[src/bhcs_pkg.sv]
// Package for the hall commutation and speed block: word types, event codes,
// widths and the hall-code gate table. Depends on nothing.
package bhcs_pkg;

	// Width of the tick and edge counters.
	localparam int CNT_W = 16;
	// Dividend edges*1000 needs ten more bits, divisor 6*pole_pairs*ticks seven more.
	localparam int NUM_W = CNT_W + 10;
	localparam int DEN_W = CNT_W + 7;
	localparam int DIVC_W = $clog2(NUM_W);
	localparam int SPD_W = 16;
	localparam int THR_W = 16;
	localparam int PP_W = 4;
	localparam int CFG_W = 16;

	localparam logic [CNT_W-1:0] CNT_MAX = '1;
	localparam logic [THR_W-1:0] THR_RESET = 16'd50;
	localparam logic [PP_W-1:0] PP_RESET = 4'd3;
	localparam logic [9:0] SCALE_MS = 10'd1000;

	// Event kinds.
	localparam logic [1:0] FUNC_TICK = 2'd0;
	localparam logic [1:0] FUNC_HALL = 2'd1;
	localparam logic [1:0] FUNC_KEY = 2'd2;
	localparam logic [1:0] FUNC_BREAK = 2'd3;

	// Configuration register indexes.
	localparam logic CFG_UPDATE_TICKS = 1'b0;
	localparam logic CFG_POLE_PAIRS = 1'b1;

	typedef enum logic [1:0] {
		ST_IDLE,
		ST_MUL,
		ST_DIV,
		ST_FIN
	} state_t;

	typedef struct packed {
		logic [1:0] func;
		logic hall_a;
		logic hall_b;
		logic hall_c;
		logic key_down;
	} evt_t;

	typedef struct packed {
		logic [2:0] high_side;
		logic [2:0] low_side;
		logic [SPD_W-1:0] speed_rps;
		logic speed_updated;
	} res_t;

	// Gate pattern for hall code ABC: bits 2..0 high side, bits 5..3 low side.
	// The two impossible codes give zero.
	function automatic logic [5:0] hall_gates(input logic [2:0] code);
		logic [5:0] g;
		case (code)
			3'b101: g = {3'b010, 3'b001};
			3'b100: g = {3'b100, 3'b001};
			3'b110: g = {3'b100, 3'b010};
			3'b010: g = {3'b001, 3'b010};
			3'b011: g = {3'b001, 3'b100};
			3'b001: g = {3'b010, 3'b100};
			default: g = 6'b000000;
		endcase
		return g;
	endfunction

endpackage

[src/bldc_hall_commutation_speed.sv]
// Six-step hall commutation with speed estimation, top level.
// Depends on bhcs_pkg for word types, event codes, widths and the gate table.
//
// Usage: each input word on the evt channel is one event: a 1 ms tick, a hall
// edge, an enable-key change or a break fault. Every event yields exactly one
// result word on the res channel carrying the gate enables, the latest speed
// and a flag set when that event recomputed the speed.
// An ordinary event's result is registered when the word is accepted.
// A hall edge that meets the tick threshold starts a speed update: the MUL
// state forms the dividend and divisor with two small multipliers, then a
// restoring divider shifts in one quotient bit per cycle, NUM_W (26) bits in
// all, and the FIN state saturates and stores the speed and pushes its result
// word. No word is taken until the update is done.
// Ordinary events are taken at one word per cycle while evt_ready is high.
// The result register plus a one-word holding register let the block accept
// a new word while an earlier result still waits; when the receiver stalls
// and both are full, evt_ready drops until the receiver takes a word.
// Reset clears the drive enable, both counters, the gates (all off) and the
// speed, and loads the update threshold with 50 and pole pairs with 3.
// Configuration writes through cfg_we take effect at once; a register value of
// zero acts as one.
module bldc_hall_commutation_speed (
	input  logic                      clk,
	input  logic                      arst_n,
	input  logic                      evt_valid,
	output logic                      evt_ready,
	input  bhcs_pkg::evt_t            evt,
	output logic                      res_valid,
	input  logic                      res_ready,
	output bhcs_pkg::res_t            res,
	input  logic                      cfg_we,
	input  logic                      cfg_index,
	input  logic [bhcs_pkg::CFG_W-1:0] cfg_data
);

	// Configuration registers.
	logic [bhcs_pkg::THR_W-1:0] thr_q;
	logic [bhcs_pkg::PP_W-1:0] pp_q;

	// Block state.
	logic en_q;
	logic [bhcs_pkg::CNT_W-1:0] tick_q;
	logic [bhcs_pkg::CNT_W-1:0] edge_q;
	logic [5:0] gate_q;
	logic [bhcs_pkg::SPD_W-1:0] speed_q;

	// Sequencer and divider datapath.
	bhcs_pkg::state_t state_q, state_nx;
	logic [bhcs_pkg::NUM_W-1:0] num_q;
	logic [bhcs_pkg::DEN_W-1:0] den_q;
	logic [bhcs_pkg::DEN_W-1:0] rem_q;
	logic [bhcs_pkg::DIVC_W-1:0] div_cnt_q;

	// Result register and the holding register behind it.
	bhcs_pkg::res_t res_q, pend_word_q;
	logic res_valid_q, pend_q;

	// Control decoded from the state.
	logic idle_c, mul_en, div_en, fin_en;

	// Event decode.
	logic accept;
	logic [5:0] hall_g;
	logic hall_ok;
	logic [bhcs_pkg::THR_W-1:0] thr_eff;
	logic [bhcs_pkg::PP_W-1:0] pp_eff;
	logic start_div;
	logic [5:0] gate_nx;
	logic en_nx;
	logic [bhcs_pkg::CNT_W-1:0] tick_nx;
	logic [bhcs_pkg::CNT_W-1:0] edge_nx;

	// Divider step.
	logic [bhcs_pkg::DEN_W:0] trial;
	logic trial_ge;
	logic [bhcs_pkg::DEN_W:0] trial_diff;
	logic [6:0] pp6;
	logic [bhcs_pkg::SPD_W-1:0] speed_sat;

	// Result push.
	logic push;
	bhcs_pkg::res_t push_word;
	logic res_take;

	assign res_take = res_valid_q && res_ready;
	assign evt_ready = idle_c && !pend_q;
	assign accept = evt_valid && evt_ready;
	assign res_valid = res_valid_q;
	assign res = res_q;

	assign thr_eff = (thr_q == '0) ? bhcs_pkg::THR_W'(1) : thr_q;
	assign pp_eff = (pp_q == '0) ? bhcs_pkg::PP_W'(1) : pp_q;
	assign hall_g = bhcs_pkg::hall_gates({evt.hall_a, evt.hall_b, evt.hall_c});
	assign hall_ok = hall_g != 6'b000000;

	// Next values of the event state for an accepted word.
	always_comb begin
		gate_nx = gate_q;
		en_nx = en_q;
		tick_nx = tick_q;
		edge_nx = edge_q;
		start_div = 1'b0;
		case (evt.func)
			bhcs_pkg::FUNC_TICK: begin
				if (tick_q != bhcs_pkg::CNT_MAX) begin
					tick_nx = tick_q + bhcs_pkg::CNT_W'(1);
				end
			end
			bhcs_pkg::FUNC_HALL: begin
				if (en_q && hall_ok) begin
					gate_nx = hall_g;
					if (edge_q != bhcs_pkg::CNT_MAX) begin
						edge_nx = edge_q + bhcs_pkg::CNT_W'(1);
					end
					start_div = bhcs_pkg::CNT_W'(thr_eff) <= tick_q;
				end
			end
			bhcs_pkg::FUNC_KEY: begin
				if (evt.key_down) begin
					if (!en_q) begin
						en_nx = 1'b1;
						if (hall_ok) begin
							gate_nx = hall_g;
						end
					end
				end else begin
					en_nx = 1'b0;
					gate_nx = 6'b000000;
				end
			end
			bhcs_pkg::FUNC_BREAK: begin
				gate_nx = 6'b000000;
			end
			default: begin
				gate_nx = gate_q;
			end
		endcase
	end

	// Sequencer next state.
	always_comb begin
		state_nx = state_q;
		case (state_q)
			bhcs_pkg::ST_IDLE: begin
				if (accept && start_div) begin
					state_nx = bhcs_pkg::ST_MUL;
				end
			end
			bhcs_pkg::ST_MUL: begin
				state_nx = bhcs_pkg::ST_DIV;
			end
			bhcs_pkg::ST_DIV: begin
				if (div_cnt_q == bhcs_pkg::DIVC_W'(bhcs_pkg::NUM_W - 1)) begin
					state_nx = bhcs_pkg::ST_FIN;
				end
			end
			bhcs_pkg::ST_FIN: begin
				state_nx = bhcs_pkg::ST_IDLE;
			end
			default: begin
				state_nx = bhcs_pkg::ST_IDLE;
			end
		endcase
	end

	// Sequencer outputs.
	always_comb begin
		idle_c = 1'b0;
		mul_en = 1'b0;
		div_en = 1'b0;
		fin_en = 1'b0;
		case (state_q)
			bhcs_pkg::ST_IDLE: idle_c = 1'b1;
			bhcs_pkg::ST_MUL: mul_en = 1'b1;
			bhcs_pkg::ST_DIV: div_en = 1'b1;
			bhcs_pkg::ST_FIN: fin_en = 1'b1;
			default: idle_c = 1'b0;
		endcase
	end

	// One restoring division step: shift in the next dividend bit and subtract.
	assign trial = {rem_q, num_q[bhcs_pkg::NUM_W-1]};
	assign trial_ge = trial >= {1'b0, den_q};
	assign trial_diff = trial - {1'b0, den_q};
	assign pp6 = ({3'b000, pp_eff} << 2) + ({3'b000, pp_eff} << 1);
	assign speed_sat = (|num_q[bhcs_pkg::NUM_W-1:bhcs_pkg::SPD_W]) ? '1
		: num_q[bhcs_pkg::SPD_W-1:0];

	// Result for this cycle, if any.
	always_comb begin
		push = 1'b0;
		push_word.high_side = gate_nx[2:0];
		push_word.low_side = gate_nx[5:3];
		push_word.speed_rps = speed_q;
		push_word.speed_updated = 1'b0;
		if (fin_en) begin
			push = 1'b1;
			push_word.high_side = gate_q[2:0];
			push_word.low_side = gate_q[5:3];
			push_word.speed_rps = speed_sat;
			push_word.speed_updated = 1'b1;
		end else if (accept && !start_div) begin
			push = 1'b1;
		end
	end

	always_ff @(posedge clk or negedge arst_n) begin
		if (!arst_n) begin
			thr_q <= bhcs_pkg::THR_RESET;
			pp_q <= bhcs_pkg::PP_RESET;
		end else if (cfg_we) begin
			if (cfg_index == bhcs_pkg::CFG_UPDATE_TICKS) begin
				thr_q <= cfg_data[bhcs_pkg::THR_W-1:0];
			end else begin
				pp_q <= cfg_data[bhcs_pkg::PP_W-1:0];
			end
		end
	end

	always_ff @(posedge clk or negedge arst_n) begin
		if (!arst_n) begin
			state_q <= bhcs_pkg::ST_IDLE;
			en_q <= 1'b0;
			tick_q <= '0;
			edge_q <= '0;
			gate_q <= '0;
			speed_q <= '0;
			div_cnt_q <= '0;
		end else begin
			state_q <= state_nx;
			if (accept) begin
				en_q <= en_nx;
				tick_q <= tick_nx;
				edge_q <= edge_nx;
				gate_q <= gate_nx;
			end
			if (mul_en) begin
				div_cnt_q <= '0;
			end else if (div_en) begin
				div_cnt_q <= div_cnt_q + bhcs_pkg::DIVC_W'(1);
			end
			if (fin_en) begin
				speed_q <= speed_sat;
				tick_q <= '0;
				edge_q <= '0;
			end
		end
	end

	// Divider datapath: operands are formed once, then one bit per cycle.
	always_ff @(posedge clk) begin
		if (mul_en) begin
			num_q <= bhcs_pkg::NUM_W'(edge_q) * bhcs_pkg::NUM_W'(bhcs_pkg::SCALE_MS);
			den_q <= bhcs_pkg::DEN_W'(pp6) * bhcs_pkg::DEN_W'(tick_q);
			rem_q <= '0;
		end else if (div_en) begin
			num_q <= {num_q[bhcs_pkg::NUM_W-2:0], trial_ge};
			rem_q <= trial_ge ? trial_diff[bhcs_pkg::DEN_W-1:0] : trial[bhcs_pkg::DEN_W-1:0];
		end
	end

	// Result register with one holding register behind it.
	always_ff @(posedge clk or negedge arst_n) begin
		if (!arst_n) begin
			res_valid_q <= 1'b0;
			pend_q <= 1'b0;
		end else if (push) begin
			if ((!res_valid_q || res_take) && !pend_q) begin
				res_valid_q <= 1'b1;
			end else begin
				pend_q <= 1'b1;
			end
		end else if (res_take) begin
			if (pend_q) begin
				pend_q <= 1'b0;
			end else begin
				res_valid_q <= 1'b0;
			end
		end
	end

	always_ff @(posedge clk) begin
		if (push) begin
			if ((!res_valid_q || res_take) && !pend_q) begin
				res_q <= push_word;
			end else begin
				pend_word_q <= push_word;
			end
		end else if (res_take && pend_q) begin
			res_q <= pend_word_q;
		end
	end

	// The block never takes a word while a speed update is in progress.
	assert property (@(posedge clk) disable iff (!arst_n)
		(state_q != bhcs_pkg::ST_IDLE) |-> !evt_ready)
		else $error("word accepted during a speed update");

	// A held result always sits behind a valid output word.
	assert property (@(posedge clk) disable iff (!arst_n)
		pend_q |-> res_valid_q)
		else $error("holding register full while output register empty");

	// Driven gates are one high side and one low side on different phases.
	assert property (@(posedge clk) disable iff (!arst_n)
		(gate_q != 6'b000000) |-> ($onehot(gate_q[2:0]) && $onehot(gate_q[5:3])
		&& ((gate_q[2:0] & gate_q[5:3]) == 3'b000)))
		else $error("illegal gate pattern");

	// Finishing a speed update clears both counters.
	assert property (@(posedge clk) disable iff (!arst_n)
		fin_en |=> (tick_q == '0) && (edge_q == '0))
		else $error("counters not cleared after a speed update");

endmodule

[config.mk]
export PLATFORM = sky130hd
export DESIGN_NAME = bldc_hall_commutation_speed
export DESIGN_NICKNAME = d
export VERILOG_FILES = /design/src/bhcs_pkg.sv /design/src/bldc_hall_commutation_speed.sv
export SDC_FILE = /design/constraint.sdc
export NUM_CORES = 1
export LEC_CHECK = 0
export BUFFER_PORTS_ARGS = -buffer_cell sky130_fd_sc_hd__buf_4
export CORE_ASPECT_RATIO = 0.75
export CORE_MARGIN = 2
export CORE_UTILIZATION = 40
export CTS_BUF_LIST = sky130_fd_sc_hd__clkbuf_8
export CTS_CLUSTER_DIAMETER = 80
export CTS_CLUSTER_SIZE = 14
export DETAILED_ROUTE_END_ITERATION = 10
export PLACE_DENSITY = 0.61
export SYNTH_ARGS = -nofsm -noshare
export SYNTH_HDL_FRONTEND = slang
export SYNTH_SLANG_ARGS = --single-unit
[constraint.sdc]
create_clock -name clk -period 9.8 [get_ports clk]
set_clock_uncertainty 0.05 [all_clocks]
set_input_delay 0.98 -clock clk [delete_from_list [all_inputs] [get_ports clk]]
set_output_delay 0.98 -clock clk [all_outputs]
set_load 0.01 [all_outputs]
=== After elaboration in Yosys (flattened, before gate mapping) ===
Cells that the tools add are included.

* Add/subtract/negate cells: 5
* Multipliers: 2
* Order comparisons: 2
* Equal/unequal tests: 20
* Mux-type cells: 46
* Bitwise gates (word level): 2
* Reduce and logical (&&, ||, !) cells: 37

{| class="wikitable"
|+ Operators with widths
! cell !! number
|-
| 2-to-1 mux 16 bit || 11
|-
| 2-to-1 mux 23 bit || 5
|-
| 2-to-1 mux 26 bit || 2
|-
| case mux 6 bit (6 select lines) || 1
|-
| adder 16 x 1 -> 16 bit, second input constant || 2
|-
| inequality test 16 bit, second input constant || 2
|-
| >= comparator 24 x 23 -> 1 bit || 1
|-
| 2-to-1 mux 6 bit || 4
|-
| multiplier 16 x 7 -> 23 bit, second input constant || 1
|-
| multiplier 7 x 16 -> 23 bit || 1
|-
| subtractor 23 bit || 1
|-
| case mux 6 bit (3 select lines) || 1
|-
| nonzero test 2 bit || 9
|-
| <= comparator 16 bit || 1
|-
| logical NOT 16 bit || 1
|-
| 2-to-1 mux 1 bit || 16
|-
| AND reduction 2 bit || 7
|-
| 2-to-1 mux 5 bit || 2
|-
| OR reduction 10 bit || 1
|-
| equality test 3 bit, second input constant || 3
|-
| equality test 2 bit, second input constant || 4
|-
| logical AND 1 bit || 8
|-
| case mux 2 bit (4 select lines) || 1
|-
| adder 6 x 5 -> 7 bit || 1
|-
| 17 further kinds || 28
|}

* Bits in registers: 202
* Input port bits: 28
* Output and inout port bits: 25
* Logic and storage cells: 137

=== Longest topological paths before layout ===
* Word-level depth: 12
* Mapped depth: 25
* Gate-level depth less buffers: 24

=== Worst setup path before layout ===
Ideal clock, no wire load.

* Path type: reg-to-reg
* Start: reg pp_q[1] (netlist name)
* End: reg den_q[22] (netlist name) (data pin)
* Library setup time: 260 ps
* Arrival time: 5574 ps
* Required time: 9490 ps
* Setup slack: 3916 ps
* Stages on the path, launching flop included: 23
* Path buffers: 3
* Period minus slack after synthesis: 5884 ps
* Cells stage by stage: dfstp_2 > and2_1 > clkbuf_1 > clkbuf_1 > fa_1 > xor2_1 > clkbuf_1 > nand2_1 > fa_1 > fa_1 > inv_1 > fa_1 > ha_1 > ha_1 > a21o_1 > a21oi_1 > nor2b_1 > o31ai_1 > a21oi_1 > a211oi_1 > o41a_1 > o21bai_1 > xnor2_1

* Cells in the longest elaborated chain, start to end: 4

{| class="wikitable"
|+ Ends and longest elaborated chain
! what !! line !! text
|-
| from (decl) || bldc_hall_commutation_speed.sv:38 || <nowiki>logic [bhcs_pkg::PP_W-1:0] pp_q;</nowiki>
|-
| from (signal assigned) || bldc_hall_commutation_speed.sv:210 || <nowiki>pp_q <= bhcs_pkg::PP_RESET;</nowiki>
|-
| from (signal assigned) || bldc_hall_commutation_speed.sv:215 || <nowiki>pp_q <= cfg_data[bhcs_pkg::PP_W-1:0];</nowiki>
|-
| logical NOT 4 bit || bldc_hall_commutation_speed.sv:92 || <nowiki>assign pp_eff = (pp_q == '0) ? bhcs_pkg::PP_W'(1) : pp_q;</nowiki>
|-
| 2-to-1 mux 4 bit (*) || bldc_hall_commutation_speed.sv:92 ||
|-
| adder 6 x 5 -> 7 bit (*) || bldc_hall_commutation_speed.sv:185 || <nowiki>assign pp6 = ({3'b000, pp_eff} << 2) + ({3'b000, pp_eff} << 1);</nowiki>
|-
| multiplier 7 x 16 -> 23 bit (*) || bldc_hall_commutation_speed.sv:254 || <nowiki>den_q <= bhcs_pkg::DEN_W'(pp6) * bhcs_pkg::DEN_W'(tick_q);</nowiki>
|-
| to (signal assigned) || bldc_hall_commutation_speed.sv:254 ||
|-
| to (decl) || bldc_hall_commutation_speed.sv:50 || <nowiki>logic [bhcs_pkg::DEN_W-1:0] den_q;</nowiki>
|}

Every way passes the cells marked *; elsewhere a longest branch is shown, timed or not.
A chain may end at the register's enable or synchronous reset.

=== Worst setup path after layout ===
Ends and elaborated chain as after synthesis.

==> impl_metrics.py <==
metrics = {
    "outcome": {
        "outcome": "complete, no violations",
    },
    "pwr": {
        "max-vdd-ir-drop_mv": 0.1384,
        "combPwrFrac": 0.510,
        "p_sw_frac": 0.4286,
        "pwr_density_cell_nw_per_um2": 224.3,
        "p_switching_mw": 1.681,
        "power_frac_clock": 0.135,
        "p_leak_nw": 7.830,
        "seqPwrFrac": 0.355,
        "power.internal_mw": 2.241,
    },
    "sta": {
        "hold_viol": 0,
        "fin_setup_tns_ns": 0,
        "unrepaired_setup_endpoints_after_global_routing": "false",
        "setup_violations": 0,
        "timing_worst_slew_pin_value_ns": 1.222,
        "report.final.slew_viol_count": 0,
        "slew_limit_headroom": 0.1792,
        "setup_ws_ns": 3.176,
        "finalCritPeriodShare": 0.6759,
        "timing.fmax_ghz": 0.1510,
        "finalCriticalPeriod_ns": 6.624,
    },
    "setup_path": {
        "timing.critical_path.max_delay_family": "adder cells",
        "timing.critical_path.cells": "and2_1 > fa_1 > xor2_1 > nand2_1 > fa_1 > fa_1 > inv_1 > fa_1 > ha_1 > ha_1 > a21o_1 > a21oi_1 > nor2b_1 > o31ai_1 > a21oi_1 > a211oi_1 > o41a_1 > o21bai_1 > xnor2_1",
        "cp_data_arrival_time_ns": 6.89,
        "critPathRequiredTime_ns": 10.07,
        "worstSetupEndpointType": "flip-flop",
        "setup.worst_path.class": "flip-flop to flip-flop",
        "timing.critical_path.buf_inv": 1,
        "crit_path_top_delay_cell": "xor2_1",
        "timing.critical_path.slowest_cell_delay_ns": 0.87,
        "critPathLaunchType": "flip-flop",
        "worstPathMaxFanout": 16,
        "critical-path-top-cell-by-count": "fa_1",
    },
    "clock_tree": {
        "cts_setup_buffers": 0,
        "cts_inserted_buffers": 19,
        "clock_sink_count": 201,
        "clkTransAtPathRegs_ns": 0.10,
        "ctsHtreeMaxLevel": 1,
        "post_cts.resized_instances": 0,
        "worstSkewPairLatency_ns": 0.58,
        "ctsLongestPathBuffers": 3,
        "cts_tree": "yes",
        "clk_root_buffer_cell": "clkbuf_8",
        "cts-hold-fix-buffers": 0,
    },
    "global_route": {
        "grt_start_max_net_pins": 79,
        "grt_pass1_wl_um": 60250,
        "grt_remaining_overflow": 0,
        "grt_pass1_vias": 11400,
        "grtUsageTotal": 0.1752,
        "antenna_found_initial": 0,
    },
    "synthesis": {
        "yosysUniqueCellTypes": 82,
        "syn-mean-instance-area_um2": 10.02,
        "prevailing_post_synth_register_cell": "edfxtp_1",
        "synth_seq_cells": 201,
        "synth-edff-count": 91,
        "post-synth-top-area-cell": "edfxtp_1",
        "netlist_area_um2": 16280,
        "yosys_warnings": 0,
        "synth_top_area_share": 0.1679,
        "post_synth_inst_count": 1624,
        "sequential_element_share_of_the_synthesized_area": 0.3294,
        "yosys-top-cells-area": "edfxtp_1 (17%), fa_1 (14%), dfrtp_1 (12%)",
        "syn_nets": 1915,
        "synthArstFlopShare": 0.4179,
    },
    "route": {
        "post_route_drc": 0,
        "avgViaCountPerCell": 5.310,
        "dr.pass1.iters": 5,
        "postRouteAntennaNets": 0,
        "num_vias": 11510,
        "drt_first_iter_violations": 715,
        "avgRoutedWirePerCell_um": 16.91,
        "routed_wl_um": 36640,
    },
    "placement": {
        "hpwl_um": 26990,
        "dp_cells": 2133,
        "gp_congestion": 0.8573,
        "place.port_buffers": 52,
        "post-place-ws_ns": 3.203,
    },
    "die": {
        "std_cell_rows": 63,
        "io_pins": 53,
        "dieArea_um2": 42340,
        "die-height_um": 178.7,
        "coreArea_um2": 39810,
        "start_util": 0.4089,
        "die_x_um": 236.9,
    },
    "layout": {
        "areaGrowthSynthToFinish_pct": 7.426,
        "fin_nets": 1925,
        "fraction_of_final_layout_cells_sized_beyond_drive_strength_1": 0.08622,
        "layout.cells.non_filler": 2167,
        "sequential_cell_area_um2": 5361,
        "antennaDiodeCount": 0,
        "layout.filler_cells": 3771,
        "multi_input_comb_area_um2": 9923,
    },
    "job": {
        "cap_viol_max_count": 0,
    },
    "hold_path": {
        "min_path_type": "input pin to async pin",
    },
}
layout make-up:
cell class | instances | area share
inverter | 187 | 0.04014
tap | 520 | 0.03721
clock inverter | 15 | 0.005653
clock buffer | 19 | 0.01496
sequential | 201 | 0.3066
multi-input combinational | 1160 | 0.5675
timing repair buffer | 65 | 0.02791
registers in the layout, summed over array words and instances (netlist names):
signal       count
den_q           22
state_q          2
pend_word_q     23
speed_q         16
div_cnt_q        5
gate_q           6
res_valid        1
thr_q           16
pp_q             4
tick_q          16
pend_q           1
num_q           26
res             23
en_q             1
edge_q          16
rem_q           23
metrics by stage:
step           power, mW  instance area (µm²)  hold WS, ns    util
2_1_floorplan      2.856                16280       0.4067       -
3_3_place_gp       3.360                17130       0.4238  0.4302
3_5_place_dp       3.401                17130       0.4301  0.4302
4_1_cts            3.958                17490       0.2450  0.4393
5_1_grt            4.241                17490       0.2624  0.4393
6_report           3.923                17490       0.2651  0.4393
cell usage after synthesis, types with 9 or more instances:
master,count
inv_1,186
ha_1,151
nor2_1,122
fa_1,112
nand2_1,102
edfxtp_1,91
dfrtp_1,79
a21oi_1,74
clkbuf_1,65
xnor2_1,65
nand3_1,46
and2_1,44
o21ai_0,39
mux2i_1,31
o21a_1,29
nor3_1,27
dfxtp_1,26
a211oi_1,24
a21o_1,24
mux2_2,23
a22o_1,20
a311o_1,17
nor2b_1,17
o22a_1,17
xor2_1,17
nand4_1,14
o211ai_1,14
nand2b_1,12
o21bai_1,10
a31oi_1,9
worst register-to-register path, cell delays in order (launching register included):
cell,delay (ns)
dfstp_2,0.60
and2_1,0.46
fa_1,0.33
xor2_1,0.87
nand2_1,0.17
fa_1,0.49
fa_1,0.54
inv_1,0.05
fa_1,0.48
ha_1,0.34
ha_1,0.31
a21o_1,0.16
a21oi_1,0.21
nor2b_1,0.09
o31ai_1,0.34
a21oi_1,0.20
a211oi_1,0.30
o41a_1,0.19
o21bai_1,0.07
xnor2_1,0.12
worst paths after layout:
kind / from / endpoint / slack, ns / depth (start not counted)
max: pp_q[1]$_DFFE_PN1P_ / den_q[22]$_DFFE_PP_ / 3.18 / 19
min in group clk: rem_q[8]$_SDFFE_PP0P_ / rem_q[8]$_SDFFE_PP0P_ / 0.45 / 2
min: arst_n / res_valid$_DFFE_PN0P_ / 0.27 / 1
min reg2reg: rem_q[8]$_SDFFE_PP0P_ / rem_q[8]$_SDFFE_PP0P_ / 0.45 / 2
max reg2reg: pp_q[1]$_DFFE_PN1P_ / den_q[22]$_DFFE_PP_ / 3.18 / 19
max in group asynchronous: arst_n / thr_q[15]$_DFFE_PN0P_ / 8.27 / 2
placed cells by master (no fill, tap or decap), drive strengths merged, types with 10 or more instances in the layout:
cell,synthesis,final
inv,187,199
ha,151,151
nor2,122,122
fa,112,112
nand2,104,104
edfxtp,91,91
dfrtp,79,79
a21oi,74,74
xnor2,65,65
buf,11,65
nand3,46,46
and2,45,45
o21ai,43,43
mux2i,31,31
o21a,29,29
nor3,29,29
dfxtp,26,26
a211oi,25,25
a21o,24,24
mux2,23,23
a22o,20,20
clkbuf,65,19
nor2b,18,18
xor2,17,17
o22a,17,17
a311o,17,17
o211ai,14,14
nand4,14,14
nand2b,13,13
o21bai,10,10
power groups by stage:
stage | logic [mW] | registers [mW] | clock network [mW]
6_report | 2.00 | 1.39 | 0.529
5_1_grt | 2.24 | 1.42 | 0.581
4_1_cts | 2.01 | 1.39 | 0.557
3_5_place_dp | 1.99 | 1.41 | 0
3_3_place_gp | 1.96 | 1.40 | 0
2_1_floorplan | 1.48 | 1.38 | 0
logic make-up (layout without fill, tap and decap cells):
logic type | Yosys count | count (layout) | share of synthesized area
and+or+nand+nor | 429 | 429 | 0.1299
AOI/OAI and AO/OA | 332 | 332 | 0.1457
adders and majority gates | 263 | 263 | 0.2538
buffers and inverters | 263 | 286 | 0.06203
DFF | 201 | 201 | 0.3294
xor gates and xnor gates | 82 | 82 | 0.04412
muxes | 54 | 54 | 0.03498
metal layers:
layer / share of wire / routed length (µm) / track usage
met1: 0.52 / 19060 / 0.2744
met4: 0.014 / 521 / 0.03296
met2: 0.41 / 15080 / 0.2577
met5: 0 / 0 / 0
met3: 0.054 / 1982 / 0.02325
(Power assumes the default switching activity.)
